## config.mk

```make
export PLATFORM = sky130hd
export DESIGN_NAME = bitmap_id_allocator
export DESIGN_NICKNAME = d
export VERILOG_FILES = /design/src/rtl/core/bia_pkg.sv /design/src/rtl/core/bia_ram.sv /design/src/rtl/core/bia_ctrl.sv /design/src/rtl/core/bia_dp.sv /design/src/rtl/core/bitmap_id_allocator.sv
export SDC_FILE = /design/constraint.sdc
export NUM_CORES = 2
export LEC_CHECK = 0
export BUFFER_PORTS_ARGS = -buffer_cell sky130_fd_sc_hd__buf_2
export CAP_MARGIN = 10
export CORE_UTILIZATION = 45
export CTS_BUF_LIST = sky130_fd_sc_hd__clkbuf_8
export DETAILED_ROUTE_END_ITERATION = 8
export GPL_TIMING_DRIVEN = 0
export MAX_ROUTING_LAYER = met4
export PLACE_DENSITY = 0.62
export SLEW_MARGIN = 20
export SYNTH_ARGS = -nofsm -noshare
export SYNTH_HDL_FRONTEND = slang
export SYNTH_SLANG_ARGS = --single-unit
```

## constraint.sdc

```tcl
create_clock -name clock -period 8.3 [get_ports clock]
set_input_delay 0.83 -clock clock [delete_from_list [all_inputs] [get_ports clock]]
set_output_delay 0.83 -clock clock [all_outputs]
set_load 0.02 [all_outputs]
```

## src/rtl/core/bia_pkg.sv

```systemverilog
`timescale 1ns / 1ps
package bia_pkg;

   localparam int WORD_W = 64;
   localparam int BIT_W  = 6;

   localparam logic [1:0] FUNC_ALLOC = 2'd0;
   localparam logic [1:0] FUNC_FREE  = 2'd1;
   localparam logic [1:0] FUNC_INIT  = 2'd2;
   localparam logic [1:0] FUNC_NOP   = 2'd3;

   localparam logic [1:0] STAT_OK    = 2'd0;
   localparam logic [1:0] STAT_FULL  = 2'd1;
   localparam logic [1:0] STAT_RANGE = 2'd2;

   localparam logic [2:0] CSR_BASE_ID    = 3'd0;
   localparam logic [2:0] CSR_NUM_IDS    = 3'd1;
   localparam logic [2:0] CSR_RESERVED   = 3'd2;
   localparam logic [2:0] CSR_RAND_MODE  = 3'd3;
   localparam logic [2:0] CSR_KEEP_EMPTY = 3'd4;

   typedef enum logic [2:0] {
      S_CLEAR,
      S_IDLE,
      S_SCAN,
      S_ALLOC_WR,
      S_FREE_CHK,
      S_FREE_WR,
      S_INIT_SET,
      S_INIT_WR
   } bia_state_type;

   typedef enum logic [1:0] {
      RSP_NONE,
      RSP_ALLOC,
      RSP_FULL,
      RSP_RANGE
   } rsp_kind_type;

   typedef struct packed {
      logic         req_load;
      logic         ptr_start;
      logic         ptr_zero;
      logic         rd_issue;
      logic         from_zero;
      logic         hit_capture;
      logic         alloc_commit;
      logic         free_rd;
      logic         free_commit;
      logic         init_start;
      logic         init_wr;
      logic         rsp_en;
      rsp_kind_type rsp_kind;
   } bia_cmd_type;

   typedef struct packed {
      logic chk_vld;
      logic hit;
      logic last;
      logic free_in_range;
      logic sweep_last;
   } bia_stat_type;

   // bits set where base + bit index < lim
   function automatic logic [WORD_W-1:0] low_mask(input logic [31:0] base,
                                                  input logic [31:0] lim);
      logic [31:0]       d;
      logic [WORD_W-1:0] m;
      d = lim - base;
      if (lim <= base) begin
         m = '0;
      end else if (d >= 32'(WORD_W)) begin
         m = '1;
      end else begin
         m = (WORD_W'(1) << d[BIT_W-1:0]) - WORD_W'(1);
      end
      return m;
   endfunction

   // index of the lowest set bit
   function automatic logic [BIT_W-1:0] first_set(input logic [WORD_W-1:0] v);
      logic [BIT_W-1:0] idx;
      idx = '0;
      for (int i = WORD_W - 1; i >= 0; i--) begin
         if (v[i]) begin
            idx = BIT_W'(i);
         end
      end
      return idx;
   endfunction

endpackage

```

## src/rtl/core/bia_ram.sv

```systemverilog
`timescale 1ns / 1ps
module bia_ram #(
   parameter int WIDTH = 64,
   parameter int DEPTH = 16,
   parameter int AW    = (DEPTH > 1) ? $clog2(DEPTH) : 1
) (
   input  logic             clock,
   input  logic             wr_en,
   input  logic [AW-1:0]    wr_addr,
   input  logic [WIDTH-1:0] wr_data,
   input  logic             rd_en,
   input  logic [AW-1:0]    rd_addr,
   output logic [WIDTH-1:0] rd_data
);

   logic [WIDTH-1:0] mem_ff [DEPTH];
   logic [WIDTH-1:0] rd_data_ff;

   always_ff @(posedge clock) begin
      if (wr_en) begin
         mem_ff[wr_addr] <= wr_data;
      end
      if (rd_en) begin
         rd_data_ff <= mem_ff[rd_addr];
      end
   end

   assign rd_data = rd_data_ff;

endmodule

```

## src/rtl/core/bia_ctrl.sv

```systemverilog
`timescale 1ns / 1ps
module bia_ctrl (
   input  logic                  clock,
   input  logic                  reset,
   input  logic                  start,
   input  logic [1:0]            req_func,
   input  bia_pkg::bia_stat_type stat,
   output bia_pkg::bia_cmd_type  cmd,
   output logic                  busy
);

   bia_pkg::bia_state_type state_ff, state_in;
   logic                   phase2_ff, phase2_in;

   always_ff @(posedge clock) begin
      if (reset) begin
         state_ff  <= bia_pkg::S_CLEAR;
         phase2_ff <= 1'b0;
      end else begin
         state_ff  <= state_in;
         phase2_ff <= phase2_in;
      end
   end

   always_comb begin
      state_in      = state_ff;
      phase2_in     = phase2_ff;
      cmd           = '0;
      cmd.rsp_kind  = bia_pkg::RSP_NONE;
      cmd.from_zero = phase2_ff;
      unique case (state_ff)
         bia_pkg::S_CLEAR: begin
            // map wipe after reset, no response
            cmd.init_wr = 1'b1;
            if (stat.sweep_last) begin
               state_in = bia_pkg::S_IDLE;
            end
         end
         bia_pkg::S_IDLE: begin
            if (start) begin
               cmd.req_load = 1'b1;
               unique case (req_func)
                  bia_pkg::FUNC_ALLOC: begin
                     cmd.ptr_start = 1'b1;
                     phase2_in     = 1'b0;
                     state_in      = bia_pkg::S_SCAN;
                  end
                  bia_pkg::FUNC_FREE: state_in = bia_pkg::S_FREE_CHK;
                  bia_pkg::FUNC_INIT: state_in = bia_pkg::S_INIT_SET;
                  default: begin
                     cmd.rsp_en   = 1'b1;
                     cmd.rsp_kind = bia_pkg::RSP_NONE;
                  end
               endcase
            end
         end
         bia_pkg::S_SCAN: begin
            // one word read issued per cycle, except while the scan restarts from word zero, checked the cycle after
            cmd.rd_issue = 1'b1;
            if (stat.chk_vld && stat.hit) begin
               cmd.rd_issue    = 1'b0;
               cmd.hit_capture = 1'b1;
               state_in        = bia_pkg::S_ALLOC_WR;
            end else if (stat.chk_vld && stat.last) begin
               cmd.rd_issue = 1'b0;
               if (!phase2_ff) begin
                  cmd.ptr_zero = 1'b1;
                  phase2_in    = 1'b1;
               end else begin
                  cmd.rsp_en   = 1'b1;
                  cmd.rsp_kind = bia_pkg::RSP_FULL;
                  state_in     = bia_pkg::S_IDLE;
               end
            end
         end
         bia_pkg::S_ALLOC_WR: begin
            cmd.alloc_commit = 1'b1;
            cmd.rsp_en       = 1'b1;
            cmd.rsp_kind     = bia_pkg::RSP_ALLOC;
            state_in         = bia_pkg::S_IDLE;
         end
         bia_pkg::S_FREE_CHK: begin
            if (stat.free_in_range) begin
               cmd.free_rd = 1'b1;
               state_in    = bia_pkg::S_FREE_WR;
            end else begin
               cmd.rsp_en   = 1'b1;
               cmd.rsp_kind = bia_pkg::RSP_RANGE;
               state_in     = bia_pkg::S_IDLE;
            end
         end
         bia_pkg::S_FREE_WR: begin
            cmd.free_commit = 1'b1;
            cmd.rsp_en      = 1'b1;
            cmd.rsp_kind    = bia_pkg::RSP_NONE;
            state_in        = bia_pkg::S_IDLE;
         end
         bia_pkg::S_INIT_SET: begin
            cmd.init_start = 1'b1;
            state_in       = bia_pkg::S_INIT_WR;
         end
         bia_pkg::S_INIT_WR: begin
            cmd.init_wr = 1'b1;
            if (stat.sweep_last) begin
               cmd.rsp_en   = 1'b1;
               cmd.rsp_kind = bia_pkg::RSP_NONE;
               state_in     = bia_pkg::S_IDLE;
            end
         end
         default: state_in = bia_pkg::S_IDLE;
      endcase
   end

   assign busy = (state_ff != bia_pkg::S_IDLE);

endmodule

```

## src/rtl/core/bia_dp.sv

```systemverilog
`timescale 1ns / 1ps
module bia_dp #(
   parameter int MAX_SLOTS = 1024
) (
   input  logic                  clock,
   input  logic                  reset,
   input  bia_pkg::bia_cmd_type  cmd,
   output bia_pkg::bia_stat_type stat,
   input  logic [31:0]           req_free_id,
   input  logic [3:0]            req_random_skip,
   input  logic                  csr_wr_en,
   input  logic [2:0]            csr_index,
   input  logic [31:0]           csr_wr_data,
   output logic                  rsp_valid,
   output logic [31:0]           rsp_alloc_id,
   output logic [1:0]            rsp_status
);

   localparam int WORD_W = bia_pkg::WORD_W;
   localparam int BIT_W  = bia_pkg::BIT_W;
   localparam int NWORDS = (MAX_SLOTS + WORD_W - 1) / WORD_W;
   localparam int WI_W   = (NWORDS > 1) ? $clog2(NWORDS) : 1;
   localparam int SLOT_W = $clog2(MAX_SLOTS);
   localparam int CNT_W  = $clog2(MAX_SLOTS + 1);

   // configuration
   logic [31:0] base_id_ff;
   logic [10:0] num_ids_ff;
   logic [10:0] reserved_ff;
   logic        random_mode_ff;
   logic        keep_empty_ff;

   always_ff @(posedge clock) begin
      if (reset) begin
         base_id_ff     <= '0;
         num_ids_ff     <= 11'd1024;
         reserved_ff    <= '0;
         random_mode_ff <= 1'b0;
         keep_empty_ff  <= 1'b0;
      end else if (csr_wr_en) begin
         unique case (csr_index)
            bia_pkg::CSR_BASE_ID:    base_id_ff     <= csr_wr_data;
            bia_pkg::CSR_NUM_IDS:    num_ids_ff     <= csr_wr_data[10:0];
            bia_pkg::CSR_RESERVED:   reserved_ff    <= csr_wr_data[10:0];
            bia_pkg::CSR_RAND_MODE:  random_mode_ff <= csr_wr_data[0];
            bia_pkg::CSR_KEEP_EMPTY: keep_empty_ff  <= csr_wr_data[0];
            default: ;
         endcase
      end
   end

   // effective slot count
   logic [CNT_W-1:0] n_eff;
   logic [31:0]      n32;
   assign n_eff = (32'(num_ids_ff) > 32'(MAX_SLOTS)) ? CNT_W'(MAX_SLOTS)
                                                     : CNT_W'(num_ids_ff);
   assign n32   = 32'(n_eff);

   // request capture
   logic [31:0] free_id_ff;
   logic [3:0]  skip_ff;

   always_ff @(posedge clock) begin
      if (cmd.req_load) begin
         free_id_ff <= req_free_id;
         skip_ff    <= req_random_skip;
      end
   end

   // map memory
   logic              ram_we;
   logic [WI_W-1:0]   ram_waddr;
   logic [WORD_W-1:0] ram_wdata;
   logic              ram_re;
   logic [WI_W-1:0]   ram_raddr;
   logic [WORD_W-1:0] ram_rdata;

   bia_ram #(
      .WIDTH (WORD_W),
      .DEPTH (NWORDS),
      .AW    (WI_W)
   ) u_map (
      .clock   (clock),
      .wr_en   (ram_we),
      .wr_addr (ram_waddr),
      .wr_data (ram_wdata),
      .rd_en   (ram_re),
      .rd_addr (ram_raddr),
      .rd_data (ram_rdata)
   );

   // scan pointer and read tracking
   logic [WI_W-1:0]   scan_ptr_ff;
   logic              rd_vld_ff;
   logic [WI_W-1:0]   rd_tag_ff;
   logic [SLOT_W-1:0] next_search_ff, next_search_in;
   logic [CNT_W-1:0]  res_lim_ff;

   always_ff @(posedge clock) begin
      if (reset) begin
         scan_ptr_ff <= '0;
         rd_vld_ff   <= 1'b0;
      end else begin
         rd_vld_ff <= cmd.rd_issue;
         if (cmd.ptr_start) begin
            scan_ptr_ff <= WI_W'(next_search_ff >> BIT_W);
         end else if (cmd.ptr_zero || cmd.init_start) begin
            scan_ptr_ff <= '0;
         end else if (cmd.rd_issue || cmd.init_wr) begin
            scan_ptr_ff <= scan_ptr_ff + WI_W'(1);
         end
      end
   end

   always_ff @(posedge clock) begin
      if (cmd.rd_issue) begin
         rd_tag_ff <= scan_ptr_ff;
      end
   end

   // word check
   logic [31:0]       tag_base32;
   logic [31:0]       from32;
   logic [WORD_W-1:0] free_vec;
   logic [BIT_W-1:0]  hit_bit;

   assign tag_base32 = 32'(rd_tag_ff) << BIT_W;
   assign from32     = cmd.from_zero ? 32'd0 : 32'(next_search_ff);
   assign free_vec   = ~ram_rdata
                     & ~bia_pkg::low_mask(tag_base32, from32)
                     & bia_pkg::low_mask(tag_base32, n32);
   assign hit_bit    = bia_pkg::first_set(free_vec);

   logic [WORD_W-1:0] hit_word_ff;
   logic [WI_W-1:0]   hit_addr_ff;
   logic [SLOT_W-1:0] hit_slot_ff;

   always_ff @(posedge clock) begin
      if (cmd.hit_capture) begin
         hit_word_ff <= ram_rdata | (WORD_W'(1) << hit_bit);
         hit_addr_ff <= rd_tag_ff;
         hit_slot_ff <= SLOT_W'({rd_tag_ff, hit_bit});
      end
   end

   // free address
   logic [31:0]      free_slot32;
   logic [WI_W-1:0]  free_word;
   logic [BIT_W-1:0] free_bit;

   assign free_slot32 = free_id_ff - base_id_ff;
   assign free_word   = WI_W'(free_slot32 >> BIT_W);
   assign free_bit    = free_slot32[BIT_W-1:0];

   // next search position
   logic [31:0] adv32;
   assign adv32 = random_mode_ff ? (32'(next_search_ff) + 32'(skip_ff))
                                 : (32'(hit_slot_ff) + 32'd1);

   always_comb begin
      next_search_in = next_search_ff;
      if (cmd.alloc_commit) begin
         next_search_in = (adv32 >= n32) ? '0 : SLOT_W'(adv32);
      end else if (cmd.init_start) begin
         next_search_in = random_mode_ff ? SLOT_W'(skip_ff) : '0;
      end
   end

   always_ff @(posedge clock) begin
      if (reset) begin
         next_search_ff <= '0;
         res_lim_ff     <= '0;
      end else begin
         next_search_ff <= next_search_in;
         if (cmd.init_start) begin
            if (keep_empty_ff) begin
               res_lim_ff <= '0;
            end else if (32'(reserved_ff) < n32) begin
               res_lim_ff <= CNT_W'(reserved_ff);
            end else begin
               res_lim_ff <= n_eff;
            end
         end
      end
   end

   // memory port muxing
   always_comb begin
      ram_we    = 1'b0;
      ram_waddr = scan_ptr_ff;
      ram_wdata = bia_pkg::low_mask(32'(scan_ptr_ff) << BIT_W, 32'(res_lim_ff));
      if (cmd.alloc_commit) begin
         ram_we    = 1'b1;
         ram_waddr = hit_addr_ff;
         ram_wdata = hit_word_ff;
      end else if (cmd.free_commit) begin
         ram_we    = 1'b1;
         ram_waddr = free_word;
         ram_wdata = ram_rdata & ~(WORD_W'(1) << free_bit);
      end else if (cmd.init_wr) begin
         ram_we = 1'b1;
      end
   end

   assign ram_re    = cmd.rd_issue | cmd.free_rd;
   assign ram_raddr = cmd.free_rd ? free_word : scan_ptr_ff;

   // status to controller
   always_comb begin
      stat               = '0;
      stat.chk_vld       = rd_vld_ff;
      stat.hit           = rd_vld_ff & (|free_vec);
      stat.last          = rd_vld_ff & ((tag_base32 + 32'(WORD_W)) >= n32);
      stat.free_in_range = (free_slot32 < n32);
      stat.sweep_last    = (scan_ptr_ff == WI_W'(NWORDS - 1));
   end

   // response
   logic        rsp_valid_ff;
   logic [31:0] rsp_alloc_id_ff;
   logic [1:0]  rsp_status_ff;

   always_ff @(posedge clock) begin
      if (reset) begin
         rsp_valid_ff <= 1'b0;
      end else begin
         rsp_valid_ff <= cmd.rsp_en;
      end
   end

   always_ff @(posedge clock) begin
      if (cmd.rsp_en) begin
         case (cmd.rsp_kind)
            bia_pkg::RSP_ALLOC: begin
               rsp_alloc_id_ff <= base_id_ff + 32'(hit_slot_ff);
               rsp_status_ff   <= bia_pkg::STAT_OK;
            end
            bia_pkg::RSP_FULL: begin
               rsp_alloc_id_ff <= '1;
               rsp_status_ff   <= bia_pkg::STAT_FULL;
            end
            bia_pkg::RSP_RANGE: begin
               rsp_alloc_id_ff <= '1;
               rsp_status_ff   <= bia_pkg::STAT_RANGE;
            end
            default: begin
               rsp_alloc_id_ff <= '1;
               rsp_status_ff   <= bia_pkg::STAT_OK;
            end
         endcase
      end
   end

   assign rsp_valid    = rsp_valid_ff;
   assign rsp_alloc_id = rsp_alloc_id_ff;
   assign rsp_status   = rsp_status_ff;

endmodule

```

## src/rtl/core/bitmap_id_allocator.sv

```systemverilog
`timescale 1ns / 1ps
// allocate: one 64-bit map word read per cycle through the single map read port, except
//   while the scan restarts from word zero; two passes over the map at most
// free: read-modify-write of one map word when the id is in range; init: rewrites every map word
// one request at a time; start is taken again in the cycle the response shows
// reset: synchronous; busy stays high while the map is wiped
// results are strobed for one cycle on rsp_valid; the receiver cannot stall
module bitmap_id_allocator #(
   parameter int MAX_SLOTS = 1024
) (
   input  logic        clock,
   input  logic        reset,
   input  logic        start,
   output logic        busy,
   input  logic [1:0]  req_func,
   input  logic [31:0] req_free_id,
   input  logic [3:0]  req_random_skip,
   output logic        rsp_valid,
   output logic [31:0] rsp_alloc_id,
   output logic [1:0]  rsp_status,
   input  logic        csr_wr_en,
   input  logic [2:0]  csr_index,
   input  logic [31:0] csr_wr_data
);

   bia_pkg::bia_cmd_type  cmd;
   bia_pkg::bia_stat_type stat;

   bia_ctrl u_ctrl (
      .clock    (clock),
      .reset    (reset),
      .start    (start),
      .req_func (req_func),
      .stat     (stat),
      .cmd      (cmd),
      .busy     (busy)
   );

   bia_dp #(
      .MAX_SLOTS (MAX_SLOTS)
   ) u_dp (
      .clock           (clock),
      .reset           (reset),
      .cmd             (cmd),
      .stat            (stat),
      .req_free_id     (req_free_id),
      .req_random_skip (req_random_skip),
      .csr_wr_en       (csr_wr_en),
      .csr_index       (csr_index),
      .csr_wr_data     (csr_wr_data),
      .rsp_valid       (rsp_valid),
      .rsp_alloc_id    (rsp_alloc_id),
      .rsp_status      (rsp_status)
   );

endmodule

```

==> impl_metrics.csv <==
group,metric,value,unit
placement,place.gp.congestion,1.05,
critical_path,reg2reg_to,"u_dp.u_map.rd_data[2]",
sta,min_period_over_period,100,%
worst_hold_path,hp-class,"in -> reg",
grt,grt_pass1_wl,373,mm
sta,final.setup_skew,0.125,ns
critical_path,worstSetupStartpointType,"register",
logic_synthesis,syn_inst,5495,
detailed_routing,drc_errors,0,
logic_synthesis,ys_async_sr_fraction,0,%
logic_synthesis,avgSynthCellArea,11.8,um2
critical_path,criticalPathCategory,"reg -> reg",
sta,worst_slack,-0.0181,ns
placement,placed_area,70300,um2
floorplan,initial_utilization,45.3,%
critical_path,endpoint_kind,"register",
critical_path,r2r_cells,23,
sta,max_slew.worst_pin.slew,1.22,ns
grt,met1_usage,48.6,%
sta,final.min_clock_period,8.32,ns
sta,finalMaxSlewViolations,0,
clock_tree,cts_buffer_depth,3,
grt,grt_pass1_vias,49132,
critical_path,slowest_stage,"a2111oi_1",
sta,setup_violations,3,
floorplan,die_w,382,um
detailed_routing,ant_nets,0,
clock_tree,htree_levels,4,
grt,grt_usage,37.1,%
critical_path,crit_required,9.05,ns
critical_path,cp-startpoint,"u_dp.num_ids_ff[10]",
clock_tree,numClockSinks,1323,
critical_path,critPathCapture,"u_dp.u_map.rd_data[2]",
final_layout,syn2layout_area_growth,15.0,%
detailed_routing,dr.pass1.iters,9,
logic_synthesis,ys_warn_count,0,
final_layout,multi_input_area,24700,um2
run_status,status,"finished, violations left",
pwr,ir_drop,153,uV
floorplan,core,143000,um2
detailed_routing,vias,51610,
grt,grt_max_degree,41,
placement,dp_hpwl,200,mm
pwr,cellLeakagePower,26.0,nW
final_layout,drive_gt1_share,13.1,%
clock_tree,numCtsBuffers,209,
placement,place_inst,7597,
logic_synthesis,synth_area_leaders,"edfxtp_1, mux2i_1, a21oi_1",
pwr,power,15.8,mW
detailed_routing,finalWirelength,267,mm
job,max_cap_viol_count,0,
logic_synthesis,syn_area,65000,um2
grt,grt_util_met3,6.96,%
floorplan,ioPinCount,113,
sta,tns,-0.0402,ns
logic_synthesis,seq_area_frac_synth,59.7,%
critical_path,r2r_slack,-0.02,ns
floorplan,rows,139,
sta,slew_headroom,18.0,%
detailed_routing,avgRoutedWirePerCell,33.3,um
clock_tree,cts_tree,"yes",
logic_synthesis,ys_ff_latch,1323,
sta,fmax,120,MHz
final_layout,register_area,38900,um2
logic_synthesis,synth_top_area_share,57.1,%
clock_tree,cts-root-buf,"clkbuf_8",
detailed_routing,vias_per_cell,6.43,
critical_path,crit_fanout,10,
grt,gr-total-overflow,0,
critical_path,rr_startpoint,"u_dp.num_ids_ff[10]",
grt,busiest_layer,"met2",
critical_path,arrival,9.07,ns
logic_synthesis,synth_fp_nets,5682,
grt,grt.met2_usage,56.0,%
final_layout,fin_nets,6121,
run_status,violations,"setup timing",
clock_tree,clk_pin_slew,0.06,ns
sta,hold_viol,0,
floorplan,die-area,146000,um2
detailed_routing,drt_iter0_markers,6605,
final_layout,nFillCells,12605,
clock_tree,insertion_delay,1.01,ns
logic_synthesis,ys_types,103,
grt,antenna_found_initial,13,
pwr,p_per_area,211,nW/um2
logic_synthesis,synth_edf_count,1236,
placement,portBuffers,112,
critical_path,cp_cell_sequence,"buf_4 > buf_2 > buf_1 > buf_2 > nand2b_1 > ha_1 > o21ai_0 > a31oi_1 > o31ai_1 > a31oi_1 > nor4_1 > and4b_1 > nand4_1 > nor4b_1 > nand4_2 > buf_4 > buf_4 > buf_2 > clkbuf_1 > o211ai_1 > a21oi_1 > a2111oi_1 > or3b_1",
critical_path,max_stage_delay,0.82,ns
final_layout,stdcell_count,8023,
logic_synthesis,synthFlopType,"edfxtp_1",
floorplan,die_h,382,um
final_layout,stdcell_area,74800,um2
logic_synthesis,synth.largest_area_cell,"edfxtp_1",
-- how the worst min path moves through the flow --
stage / startpoint / to / slack [ns] / cells after the start
finish: req_free_id[15] / u_dp.free_id_ff[15] / 0.08 / 1
global route: req_free_id[15] / u_dp.free_id_ff[15] / 0.009 / 1
CTS: req_free_id[16] / u_dp.free_id_ff[16] / 0.008 / 1
detailed placement: u_dp.scan_ptr_ff[2] / u_dp.rd_tag_ff[2] / 0.42 / 0
global placement: u_dp.scan_ptr_ff[2] / u_dp.rd_tag_ff[2] / 0.42 / 0
floorplan: u_dp.scan_ptr_ff[2] / u_dp.rd_tag_ff[2] / 0.41 / 0
-- through the flow --
stage               hold slack (ns)  util [%]  setup slack [ns]
floorplan                     0.406         -              1.10
global placement              0.423      47.4             -3.66
detailed placement            0.418      49.0             -1.55
CTS                         0.00777      52.0            0.0178
global route                0.00856      52.1          -0.00549
finish                       0.0828      52.1           -0.0181
-- metal layers --
metal | wire length [um] | vias to the layer above | part of all wire [%]
met5 | 0 | - | 0
met4 | 13600 | 0 | 5.1
met3 | 24100 | 563 | 9.0
met2 | 121000 | 2893 | 45
met1 | 108000 | 25799 | 40
li1 | - | 22355 | -
-- logic make-up after synthesis --
kind of cell	share of synthesized area, %
AOI/OAI and AO/OA	16.4
buffers and inverters	3.21
xor gates and xnor gates	1.28
and+or+nand+nor	11.4
muxes	5.72
adders and majority gates	2.20
DFF	59.7
-- registers in the layout (all words and copies together) (netlist names), 10 cells and up --
register and flops:
u_dp.u_map.mem_ff 1024, u_dp.hit_word_ff 64, u_dp.u_map.rd_data 64, u_dp.base_id_ff 32
u_dp.free_id_ff 32, u_dp.rsp_alloc_id 32, u_dp.num_ids_ff 11, u_dp.res_lim_ff 11
u_dp.reserved_ff 11, u_dp.hit_slot_ff 10, u_dp.next_search_ff 10
-- final cells by class --
class	count	share of cell area, %
Sequential cell	1323	51.9
Multi-Input combinational cell	3658	33.0
Clock buffer	214	3.94
Timing Repair Buffer	230	3.67
Tap cell	1903	3.18
Buffer	400	2.34
Clock inverter	166	1.32
Inverter	112	0.562
Antenna cell	17	0.0569
-- cells in the final DEF (no fill, tap or decap), drive strengths merged, types with 25 or more instances in the layout --
| cell type | Yosys | routed |
|---|---|---|
| nand3 | 288 | 288 |
| dfxtp | 87 | 87 |
| mux2 | 79 | 79 |
| and2 | 39 | 39 |
| a31oi | 91 | 91 |
| edfxtp | 1236 | 1236 |
| nor4 | 40 | 40 |
| xor2 | 30 | 30 |
| buf | 129 | 319 |
| ha | 103 | 103 |
| nor2 | 264 | 264 |
| xnor2 | 65 | 65 |
| nand4 | 40 | 40 |
| or3b | 70 | 70 |
| o22ai | 137 | 137 |
| clkbuf | 273 | 495 |
| nand2b | 47 | 47 |
| nor3 | 99 | 99 |
| o21ai | 172 | 172 |
| a21o | 102 | 102 |
| nor2b | 34 | 34 |
| clkinv | 2 | 78 |
| o21a | 31 | 31 |
| dlygate4sd3 | 0 | 25 |
| a2111oi | 81 | 81 |
| a21oi | 484 | 484 |
| inv | 110 | 195 |
| o211ai | 232 | 232 |
| mux2i | 282 | 282 |
| a211oi | 42 | 42 |
| nand2 | 401 | 401 |
-- critical path, delay by kind of cell, from the launching register on --
kind                     cells  cell delay [ns]
flip-flops                   1             0.51
AO/OA/AOI/OAI                7             2.05
AND/OR/NAND/NOR              7             2.43
buffers and inverters        8             2.76
adder cells (fa/ha/maj)      1             0.33
-- report_power, final --
group | leakage, nW | internal (mW) | total, mW | switching [mW]
sequential | 12.1 | 8.00 | 8.07 | 0.0705
clock | 2.27 | 2.51 | 5.27 | 2.76
combinational | 11.6 | 0.695 | 2.43 | 1.74
-- synth_stat cells (103+ instances only) --
| cell type | n |
|---|---|
| nor2_1 | 263 |
| nand3_1 | 288 |
| a21oi_1 | 483 |
| clkbuf_1 | 273 |
| mux2i_1 | 279 |
| o22ai_1 | 137 |
| o21ai_0 | 168 |
| o211ai_1 | 232 |
| ha_1 | 103 |
| edfxtp_1 | 1236 |
| inv_1 | 110 |
| nand2_1 | 400 |
-- what timing repair did --
action,4_1_cts,5_1_grt
endpoints found under the setup margin,319,193
resized for setup,32,56
endpoints found under the hold margin,25,0
setup buffers,6,0
hold buffers,25,0
pin swaps,1,0
Power figures use the tool's default switching activity.
